### src/rtl/core/hbtm_pkg.sv
// Shared types and constants for the bucketed hash table.
`default_nettype none
package hbtm_pkg;

   localparam int KEY_W       = 32;
   localparam int VAL_W       = 64;
   localparam int OP_W        = 2;
   localparam int STATUS_W    = 2;

   typedef enum logic [OP_W-1:0] {
      OP_INSERT = 2'd0,
      OP_SEARCH = 2'd1,
      OP_SORT   = 2'd2
   } op_type;

   typedef enum logic [STATUS_W-1:0] {
      STAT_OK   = 2'd0,
      STAT_MISS = 2'd1,
      STAT_FULL = 2'd2
   } status_type;

   typedef struct packed {
      logic [KEY_W-1:0] key;
      logic [VAL_W-1:0] value;
   } entry_type;

   typedef enum logic [3:0] {
      ST_IDLE,
      ST_MOD,
      ST_DISPATCH,
      ST_INSERT,
      ST_SRCH_RD,
      ST_SRCH_CMP,
      ST_SORT_RI,
      ST_SORT_LI,
      ST_SORT_CJ,
      ST_SORT_WI,
      ST_RESP
   } state_type;

endpackage
`default_nettype wire

### src/rtl/core/hbtm_mod.sv
// Key mod MODULUS by reciprocal multiplication; key, remainder registered.
`default_nettype none
module hbtm_mod
   import hbtm_pkg::*;
#(
   parameter int MODULUS = 13
) (
   input  wire logic                         clock,
   input  wire logic                         reset,
   input  wire logic                         start,
   input  wire logic [KEY_W-1:0]             key,
   output logic                              done,
   output logic [$clog2(MODULUS)-1:0]        remainder
);

   localparam int R_W    = $clog2(MODULUS);
   localparam int SHIFT  = KEY_W + R_W;
   localparam int MAG_W  = KEY_W + 1;
   localparam int PROD_W = KEY_W + MAG_W;
   // M = ceil(2^SHIFT / MODULUS); its round-up error is below 2^R_W, so
   // (key * M) >> SHIFT is the exact quotient for every key
   localparam logic [MAG_W-1:0] MAGIC =
      MAG_W'(((64'd1 << SHIFT) + 64'(MODULUS) - 64'd1) / 64'(MODULUS));
   localparam logic [R_W-1:0]   MOD_LO = R_W'(MODULUS);

   logic               busy_ff;
   logic               done_ff;
   logic [KEY_W-1:0]   key_ff;
   logic [R_W-1:0]     rem_ff;
   logic [R_W-1:0]     rem_in;
   logic [PROD_W-1:0]  prod;
   logic [R_W-1:0]     quot_lo;

   // remainder < 2^R_W, so key - q*MODULUS only needs its low R_W bits
   always_comb begin
      prod    = PROD_W'(key_ff) * PROD_W'(MAGIC);
      quot_lo = prod[SHIFT +: R_W];
      rem_in  = key_ff[R_W-1:0] - R_W'(quot_lo * MOD_LO);
   end

   always_ff @(posedge clock) begin
      if (reset) begin
         busy_ff <= 1'b0;
         done_ff <= 1'b0;
      end else begin
         busy_ff <= start;
         done_ff <= busy_ff;
      end
   end

   always_ff @(posedge clock) begin
      if (start) begin
         key_ff <= key;
      end
      if (busy_ff) begin
         rem_ff <= rem_in;
      end
   end

   assign done      = done_ff;
   assign remainder = rem_ff;

endmodule
`default_nettype wire

### config.mk
export PLATFORM = sky130hd
export DESIGN_NAME = hbtm_mod
export DESIGN_NICKNAME = d
export VERILOG_FILES = /design/src/rtl/core/hbtm_pkg.sv /design/src/rtl/core/hbtm_mod.sv
export SDC_FILE = /design/constraint.sdc
export NUM_CORES = 1
export LEC_CHECK = 0
export ABC_AREA = 1
export BUFFER_PORTS_ARGS = -buffer_cell sky130_fd_sc_hd__buf_2
export CAP_MARGIN = 40
export CELL_PAD_IN_SITES_DETAIL_PLACEMENT = 0
export CELL_PAD_IN_SITES_GLOBAL_PLACEMENT = 2
export CORE_MARGIN = 2
export CORE_UTILIZATION = 47
export CTS_BUF_LIST = sky130_fd_sc_hd__clkbuf_4 sky130_fd_sc_hd__clkbuf_8
export DETAILED_ROUTE_END_ITERATION = 10
export PLACE_DENSITY = 0.88
export SLEW_MARGIN = 5
export SYNTH_ARGS = -nofsm -noshare
export SYNTH_HDL_FRONTEND = slang
export SYNTH_SLANG_ARGS = --single-unit
### constraint.sdc
create_clock -name clock -period 12.7 [get_ports clock]
set_input_delay 0.635 -clock clock [delete_from_list [all_inputs] [get_ports clock]]
set_output_delay 0.635 -clock clock [all_outputs]
set_load 0.005 [all_outputs]
==> metrics.md <==
| Metric | Value |
|---|---|
| Status | `complete, no violations` |
| Mean number of vias per cell | `4.79` |
| Width of the die | `162 um` |
| Cell Area, Synth | `11700 sq um` |
| Tightest Pin Transition | `0.721 ns` |
| # resized after CTS | `0` |
| Hold Buf Count CTS | `0` |
| Average size of a mapped cell | `10.1 sq um` |
| Share of layout cells above drive strength 1 | `0.0661` |
| CP Launch Type | `flop` |
| CTS tree | `built` |
| Total CTS buffers | `5` |
| Number of distinct library cells after synthesis | `31` |
| GR Util All Layers | `0.242` |
| Root buffer cell | `clkbuf_8` |
| Synth-to-Final Area Change | `6.27%` |
| Fin crit share | `0.650` |
| Number of max-cap violations | `0` |
| Worst-path fanout max | `9` |
| Routed Antenna Nets | `0` |
| N_diodes | `0` |
| RD Place Congestion | `0.893` |
| Core area | `24400 sq um` |
| RSZ-0062 raised after global routing | `no` |
| Vias in the first global route | `8363` |
| Post-CTS Repair Setup Buffers | `0` |
| Crit path DAT | `8.34 ns` |
| Clk sinks | `38` |
| First-pass GRT wire length | `46.7 mm` |
| Final Skew | `0.0130 ns` |
| Clock Tree Buf Depth | `2` |
| Drt drc | `0` |
| Row cnt | `57` |
| Crit-path max cell delay | `0.73 ns` |
| Post-route setup TNS | `0 ns` |
| Max Slew Vio Count | `0` |
| Die H | `162 um` |
| Core Util, Final | `0.510` |
| DRT Pass-1 Iters | `4` |
| Clock transition at the registers of the reported paths | `0.10 ns` |
| Io pins | `40` |
| Port bufs | `39` |
| Final setup vio count | `0` |
| Worst setup path class | `reg -> reg` |
| Total routed wirelength | `28.2 mm` |
| DP HPWL | `25.4 mm` |
| Slowest cell on crit path | `edfxtp_1` |
| Hold WC Path Type | `in -> reg` |
| Syn_nets | `1669` |
| Clk_lat worst skew | `0.33 ns` |
| Most common cell after layout, fill and taps aside | `inv_1` |
| Commonest non-fill, non-tap cells in the layout | `inv_1 (383), fa_1 (249), ha_1 (224), nand2_1 (107), buf_2 (39)` |
| Seq cells post-synth | `38` |
| Register area share after synthesis | `0.0958` |
| Grt ovf | `0` |
| Vias | `7353` |
| Yosys warns | `0` |
| Largest net degree at the start of global routing | `27` |
| Nets | `1717` |
| CP endpoint kind | `flop` |
| H-tree depth | `2` |
| Min cycle time layout | `8.25 ns` |
| Synthesized instance count | `1161` |
| DRT iter0 DRCs | `362` |
| CP required | `12.79 ns` |
| Hold Vio Cnt, Final | `0` |
| Initial core utilization | `0.480` |
| Fmax | `0.121 GHz` |
| Worst path most repeated cell | `fa_1` |
| Antenna violations before repair | `0` |
| Slew HR | `0.520` |
| Die area | `26200 sq um` |
| WL/cell | `18.4 um` |
## final cells by class
cell class              instances  area (sq um)
clock inverters                 3          16.3
well taps                     324           405
inverters                     385          1450
fillers                      2303         12000
multi-input cells             738          9130
repair buffers                 41           243
clock buffers                   5          68.8
flip-flops and latches         38          1120
## per-stage QoR
step / instance area (sq um) / std cells / hold slack [ns] / worst slack (ns)
global placement: 12300 / 1524 / 0.494 / 4.52
global route: 12400 / 1534 / 0.463 / 3.97
CTS: 12400 / 1534 / 0.459 / 4.42
finish: 12400 / 1534 / 0.472 / 4.45
floorplan: 11700 / 1161 / 0.462 / 5.20
detailed placement: 12300 / 1526 / 0.486 / 4.47
## registers in the layout, indices dropped and copies added (netlist names)
| name | flops |
|---|---|
| key_ff | 32 |
| remainder | 4 |
| done | 1 |
| busy_ff | 1 |
## cells in the mapped netlist
cell type  number  share of area
inv_1         383           0.12
o21ai_1         1        0.00043
nand3_1        27          0.012
o21ai_0        15         0.0064
a21boi_1        1        0.00064
nand2_1       107          0.034
and3_1          1        0.00054
or2_1           1        0.00054
o21bai_1        2         0.0013
ha_1          224           0.24
edfxtp_1       36          0.092
nor2_4          1        0.00096
a31oi_1         2         0.0011
nor4_1          1        0.00054
a21oi_2         5         0.0037
inv_2           2        0.00064
xor2_1          9         0.0067
o221ai_1        1        0.00075
nor3_4          1         0.0014
nor2_1         23         0.0074
nand2_2        13         0.0070
a21o_1          5         0.0032
dfxtp_1         2         0.0034
o21a_1          2         0.0013
fa_1          249           0.43
xnor2_1         5         0.0037
nand4_1         2         0.0011
nor2_2          3         0.0016
nand3_2         6         0.0051
a21o_2          1        0.00075
a21oi_1        30          0.013
## layer usage
metal	wire length (um)	vias up	share of wire	GRT usage
met4	321	0	0.011	0.0362
met3	1120	16	0.040	0.0301
met2	13700	106	0.48	0.406
li1	-	3567	-	-
met5	0	-	0	0
met1	13100	3664	0.46	0.345
## worst paths after layout
kind | startpoint | endpoint | slack [ns] | depth (start not counted)
setup / recovery | key_ff[6] | remainder[3] | 4.45 | 33
hold / removal | key[18] | key_ff[18] | 0.47 | 1
setup reg to reg | key_ff[6] | remainder[3] | 4.45 | 33
hold reg to reg | busy_ff | done | 0.50 | 2
## critical path: cells and delay by family (launching register included)
kind	cells	cell delay [ns]
buf+inv	7	0.60
fa+ha+maj	11	5.07
flops	1	0.73
simple gates	10	0.70
compound gates	5	0.89
## kinds of logic (layout without fill, tap and decap cells)
group | after synthesis | count (layout) | synth area share
XOR/XNOR | 14 | 14 | 0.0105
flip-flops | 38 | 38 | 0.0958
adder cells (fa/ha/maj) | 473 | 473 | 0.666
AO/OA/AOI/OAI | 65 | 65 | 0.0324
AND/OR/NAND/NOR | 186 | 186 | 0.0720
buffers and inverters | 385 | 434 | 0.124
Power is not shown: default switching activity piles up to over one toggle a cycle in this logic, so the estimate is an artifact.
