<file path="src/rtl/core/hbtm_ram.sv">
// Generic single-write, single-read RAM with registered read data.
`default_nettype none
module hbtm_ram #(
   parameter int WIDTH = 8,
   parameter int DEPTH = 16
) (
   input  wire logic                                     clock,
   input  wire logic                                     wr_en,
   input  wire logic [(DEPTH > 1 ? $clog2(DEPTH) : 1)-1:0] wr_addr,
   input  wire logic [WIDTH-1:0]                          wr_data,
   input  wire logic                                     rd_en,
   input  wire logic [(DEPTH > 1 ? $clog2(DEPTH) : 1)-1:0] rd_addr,
   output logic      [WIDTH-1:0]                          rd_data
);

   logic [WIDTH-1:0] mem_ff [DEPTH];
   logic [WIDTH-1:0] rd_data_ff;

   always_ff @(posedge clock) begin
      if (wr_en) begin
         mem_ff[wr_addr] <= wr_data;
      end
      if (rd_en) begin
         rd_data_ff <= mem_ff[rd_addr];
      end
   end

   assign rd_data = rd_data_ff;

endmodule
`default_nettype wire

</file>
<file path="config.mk">
export PLATFORM = sky130hd
export DESIGN_NAME = hbtm_ram
export DESIGN_NICKNAME = d
export VERILOG_FILES = /design/src/rtl/core/hbtm_ram.sv
export SDC_FILE = /design/constraint.sdc
export NUM_CORES = 1
export LEC_CHECK = 0
export ABC_AREA = 1
export BUFFER_PORTS_ARGS = -buffer_cell sky130_fd_sc_hd__buf_2
export CAP_MARGIN = 25
export CORE_ASPECT_RATIO = 1.5
export CORE_MARGIN = 10
export CORE_UTILIZATION = 40
export CTS_CLUSTER_SIZE = 16
export DETAILED_ROUTE_END_ITERATION = 8
export SLEW_MARGIN = 20
export SYNTH_ARGS = -nofsm -noshare
export SYNTH_HDL_FRONTEND = slang
export SYNTH_SLANG_ARGS = --single-unit
</file>
<file path="constraint.sdc">
create_clock -name clock -period 0.96 [get_ports clock]
set_input_delay 0.096 -clock clock [delete_from_list [all_inputs] [get_ports clock]]
set_output_delay 0.096 -clock clock [all_outputs]
set_load 0.02 [all_outputs]
</file>
==> summary by stage <==
Die
The area of the die is 20000 um2. The die is 119 um wide. Measured along the y axis, the die boundary spans 168 um. The initial cell density of the core is 40.4%. The count of standard-cell rows is 54. The I/O pin count is 27. The core outline area is 14500 um2.

Synth
The combinational family with the most area after synthesis is simple AND/OR/NAND/NOR gates. The Yosys warning count is 0. Of all flip-flops after synthesis, the portion carrying an async set or reset was 0%. The share of the synthesized netlist area taken by xor and xnor gates is 0%. The share of Yosys cell area claimed by the top area cell type is 69.8%. Measured against the total synthesized area, the mux share comes to 0%. The number of flops mapped to enable cells by yosys is 136. The synthesized area per cell is 10.6 um2. The cell with the most instances after synthesis is sky130_fd_sc_hd__nand2_1. The share of synthesized cell area in and, or, nand and nor gates is 20.8%. Counting every instance in the synthesized netlist gives 551. Ranked by total cell area, the synthesized netlist is headed by sky130_fd_sc_hd__edfxtp_1, sky130_fd_sc_hd__nand2_1, sky130_fd_sc_hd__nand3_1, sky130_fd_sc_hd__inv_1, sky130_fd_sc_hd__buf_6. After synthesis, the most frequently instantiated cells are sky130_fd_sc_hd__nand2_1, sky130_fd_sc_hd__edfxtp_1, sky130_fd_sc_hd__inv_1, sky130_fd_sc_hd__nand3_1, sky130_fd_sc_hd__nor2_1. Counting flops and latches in the post-synthesis netlist gives 136. The flip-flop cell with the highest count after synthesis is sky130_fd_sc_hd__edfxtp_1. The number of distinct library cell variants in the gate-level netlist after synthesis is 11. The post-synthesis adder-cell area fraction is 0%.

The synthesized-area fraction occupied by ao, oa, aoi and oai cells is 0%. The cell area after synthesis is 5850 um2. Sequential elements use 69.8% of the synthesized area. The number of nets in the synthesized netlist is 570. The synthesized design spends more area on one cell type than any other, namely sky130_fd_sc_hd__edfxtp_1.

Critical path
The critical path capture point type is a register. STA puts the critical path data required time at 1.12 ns. The timing startpoint of the critical path is mem_ff[6][5]. The arrival time reported for the critical path endpoint is 1.24 ns. Setup slack on the worst reg-to-reg path comes out at -0.12 ns. The signal on the critical path passes through inv_1 > nand2_1 > nand3_1 > nand3_2 > nand3_2 > nand2_1. The source of the worst register-to-register timing path is mem_ff[6][5]. The critical path launch point type is a register. The endpoint identified for the worst register-to-register timing path is rd_data[5]. The maximum net fanout on the critical path is 1. On the critical path, the stage with the largest delay is an instance of sky130_fd_sc_hd__edfxtp_1. The number of cells on the worst reg-to-reg path is 6. The critical path is of the reg2reg type. For this run, the slowest stage of the critical path takes 0.38 ns.

Placement
Prior to clock tree synthesis, the placed netlist has a worst setup slack of -0.346 ns. The weighted congestion reported at the end of routability-driven placement is 0.915. The count of buffers inserted at the top-level ports is 26. The estimated wirelength of the detail-placed design is 9020 um.

Final layout
The sequential cell area is 4080 um2. Summing all multi-input logic gate instances after layout gives 1430 um2. The net count of the finished layout is 623.

Fill cells in the final layout number 1325. The area growth from synthesis to layout is 24.7%. 0 antenna diodes ended up in the layout. In the final layout, the share of cells above drive strength 1 is 22.5%.

Global route
Summed over all layers, the global routing overflow is 0. The number of global-route vias before repair is 3930. The initial antenna violation count came to 0.

The largest net degree at the start of global routing is 35. The wire length of the first global-routing pass is 21200 um. The global-route usage over all layers is 13.9%.

STA
The number of hold violations in the final report is 0. The share of the clock period used by the worst path is 113%. The max-slew violation count is 0. Hold timing on the final database bottoms out at a slack of 0.0560 ns. In the post-route analysis, the smallest setup slack over all paths is -0.121 ns.

Setup repair after global routing could not meet its margin everywhere. For the pin with the worst max-slew slack, the measured transition is 0.384 ns. The achievable clock frequency is 925 MHz. The total of endpoints with negative setup slack in the final report is 16. The worst max-slew margin expressed relative to the limit is 74.4%.

The minimum clock period after layout is 1.08 ns. The worst setup skew after layout is 0.00563 ns.

Route
The initial detailed-routing violation count is 257. The total wirelength of the detailed-routed design is 13400 um. In the routed design, unresolved DRC markers number 0. The number of iterations in the first detailed-routing pass is 4.

Once detail routing completed, the nets flagged for antenna violations numbered 0. Detailed routing inserted a total of 3831 vias. The number of vias per cell after detailed routing is 4.71. After detailed routing, the average wire length per cell comes to 16.4 um.

Hold path
The min-delay analysis places its worst path in the category in2reg. The end of the worst hold path is rd_data[3]. The worst hold path begins at rd_en.

The worst hold path depth is 1.

Status
The checks that failed: negative setup slack. The run finished, with violations left.

Clock network
The clock latency reported for the late side of the worst-skew pair is 0.41 ns. In this run, post-CTS hold repair placed 0 buffers. The number of buffers inserted during clock tree synthesis is 17. The maximum level of the CTS H-tree is 4. The number of buffers inserted by post-CTS setup repair is 0.

Clock-pin slew was measured on the worst setup and hold paths at 0.06 ns. TritonCTS built the clock tree. The clock net sink count is 136. The maximum clock insertion buffer count is 2. The clock tree root buffer cell is sky130_fd_sc_hd__clkbuf_16.

Power and ir drop
For this design the static power due to leakage is 0.00312 uW. The share of total power in the clock network is 46.8%. The proportion of total power due to net switching is 21.7%. The logic gate share of total power is 6.9%. The switching power of the nets is 3150 uW.

IR analysis of the VDD net gives a maximum drop of 1.02 mV. Sequential cells burn 46.3% of the power. Power spread over the standard cell area amounts to 1990 nW/um2.

The internal power component is 11400 uW.

Flow run
The tool flagged a number of max-cap violations equal to 0.
-- critical path, delay by kind of cell, from the launching register on --
family                 cells  cell delay (ns)
buffers and inverters      1             0.06
and+or+nand+nor            5             0.39
DFF                        1             0.38
-- flip-flops by register name, indices dropped and copies added, names as in the netlist --
signal / count
rd_data: 8
mem_ff: 128
-- per-stage QoR --
step	std cells	cell area, um2	total power [uW]	setup TNS, ns	util [%]
after floorplan	551	5860	7350	-6.92	-
after global placement	781	6420	7750	-15.06	44.4
after detailed placement	781	6420	7760	-15.26	44.4
after CTS	813	7230	14700	-1.64	50.0
after global routing	813	7290	15000	-2.40	50.4
final	813	7290	14500	-1.46	50.4
-- power groups by stage --
stage	Sequential, uW	Clock [uW]	Combinational [uW]
finish	6730	6810	1010
global placement	6850	0	906
global route	6740	7200	1110
CTS	6730	6930	997
floorplan	6880	0	474
detailed placement	6850	0	917
-- how the worst max path moves through the flow --
stage | end | slack [ns] | cells past startpoint
floorplan | mem_ff[10][0] | -0.09 | 2
global placement | rd_data[4] | -0.34 | 9
detailed placement | rd_data[3] | -0.35 | 8
CTS | rd_data[7] | -0.13 | 1
global route | rd_data[3] | -0.21 | 6
finish | rd_data[5] | -0.12 | 6
-- routing by layer --
metal	vias to the layer above	GRT usage (%)	share of wire (%)
met1	1810	14.6	37
met3	18	3.45	5.9
met4	0	6.71	2.3
met2	116	25.1	55
met5	-	0	0
li1	1887	-	-
-- cell usage in the layout, fill, tap and decap left out, types with 3 or more instances in the layout --
cell and n:
sky130_fd_sc_hd__buf_4 23, sky130_fd_sc_hd__inv_1 99, sky130_fd_sc_hd__inv_2 3, sky130_fd_sc_hd__nand2_1 171
sky130_fd_sc_hd__clkbuf_16 17, sky130_fd_sc_hd__nand3_2 39, sky130_fd_sc_hd__buf_12 9, sky130_fd_sc_hd__buf_2 19
sky130_fd_sc_hd__edfxtp_1 136, sky130_fd_sc_hd__bufinv_16 4, sky130_fd_sc_hd__buf_6 7, sky130_fd_sc_hd__nand3_1 58
sky130_fd_sc_hd__nor2_1 11, sky130_fd_sc_hd__nor2_2 6, sky130_fd_sc_hd__clkinv_4 3, sky130_fd_sc_hd__clkinvlp_4 3
-- cells by family after synthesis --
logic type    after synthesis
simple gates              289
flops                     136
buf+inv                   126
-- cell type report --
cell class / count / share of cell area (%)
tap: 196 / 3.36
inverter: 102 / 5.25
multi-input combinational: 289 / 19.6
sequential: 136 / 56.0
clock buffer: 17 / 5.83
clock inverter: 15 / 2.74
timing repair buffer: 58 / 7.22
-- repair_timing --
item                                    CTS  global route
endpoints found under the setup margin   16            16
gates resized for setup                  42            13
pin swaps                                26            13
hold endpoints to repair                  0             0
(Power assumes the default switching activity.)
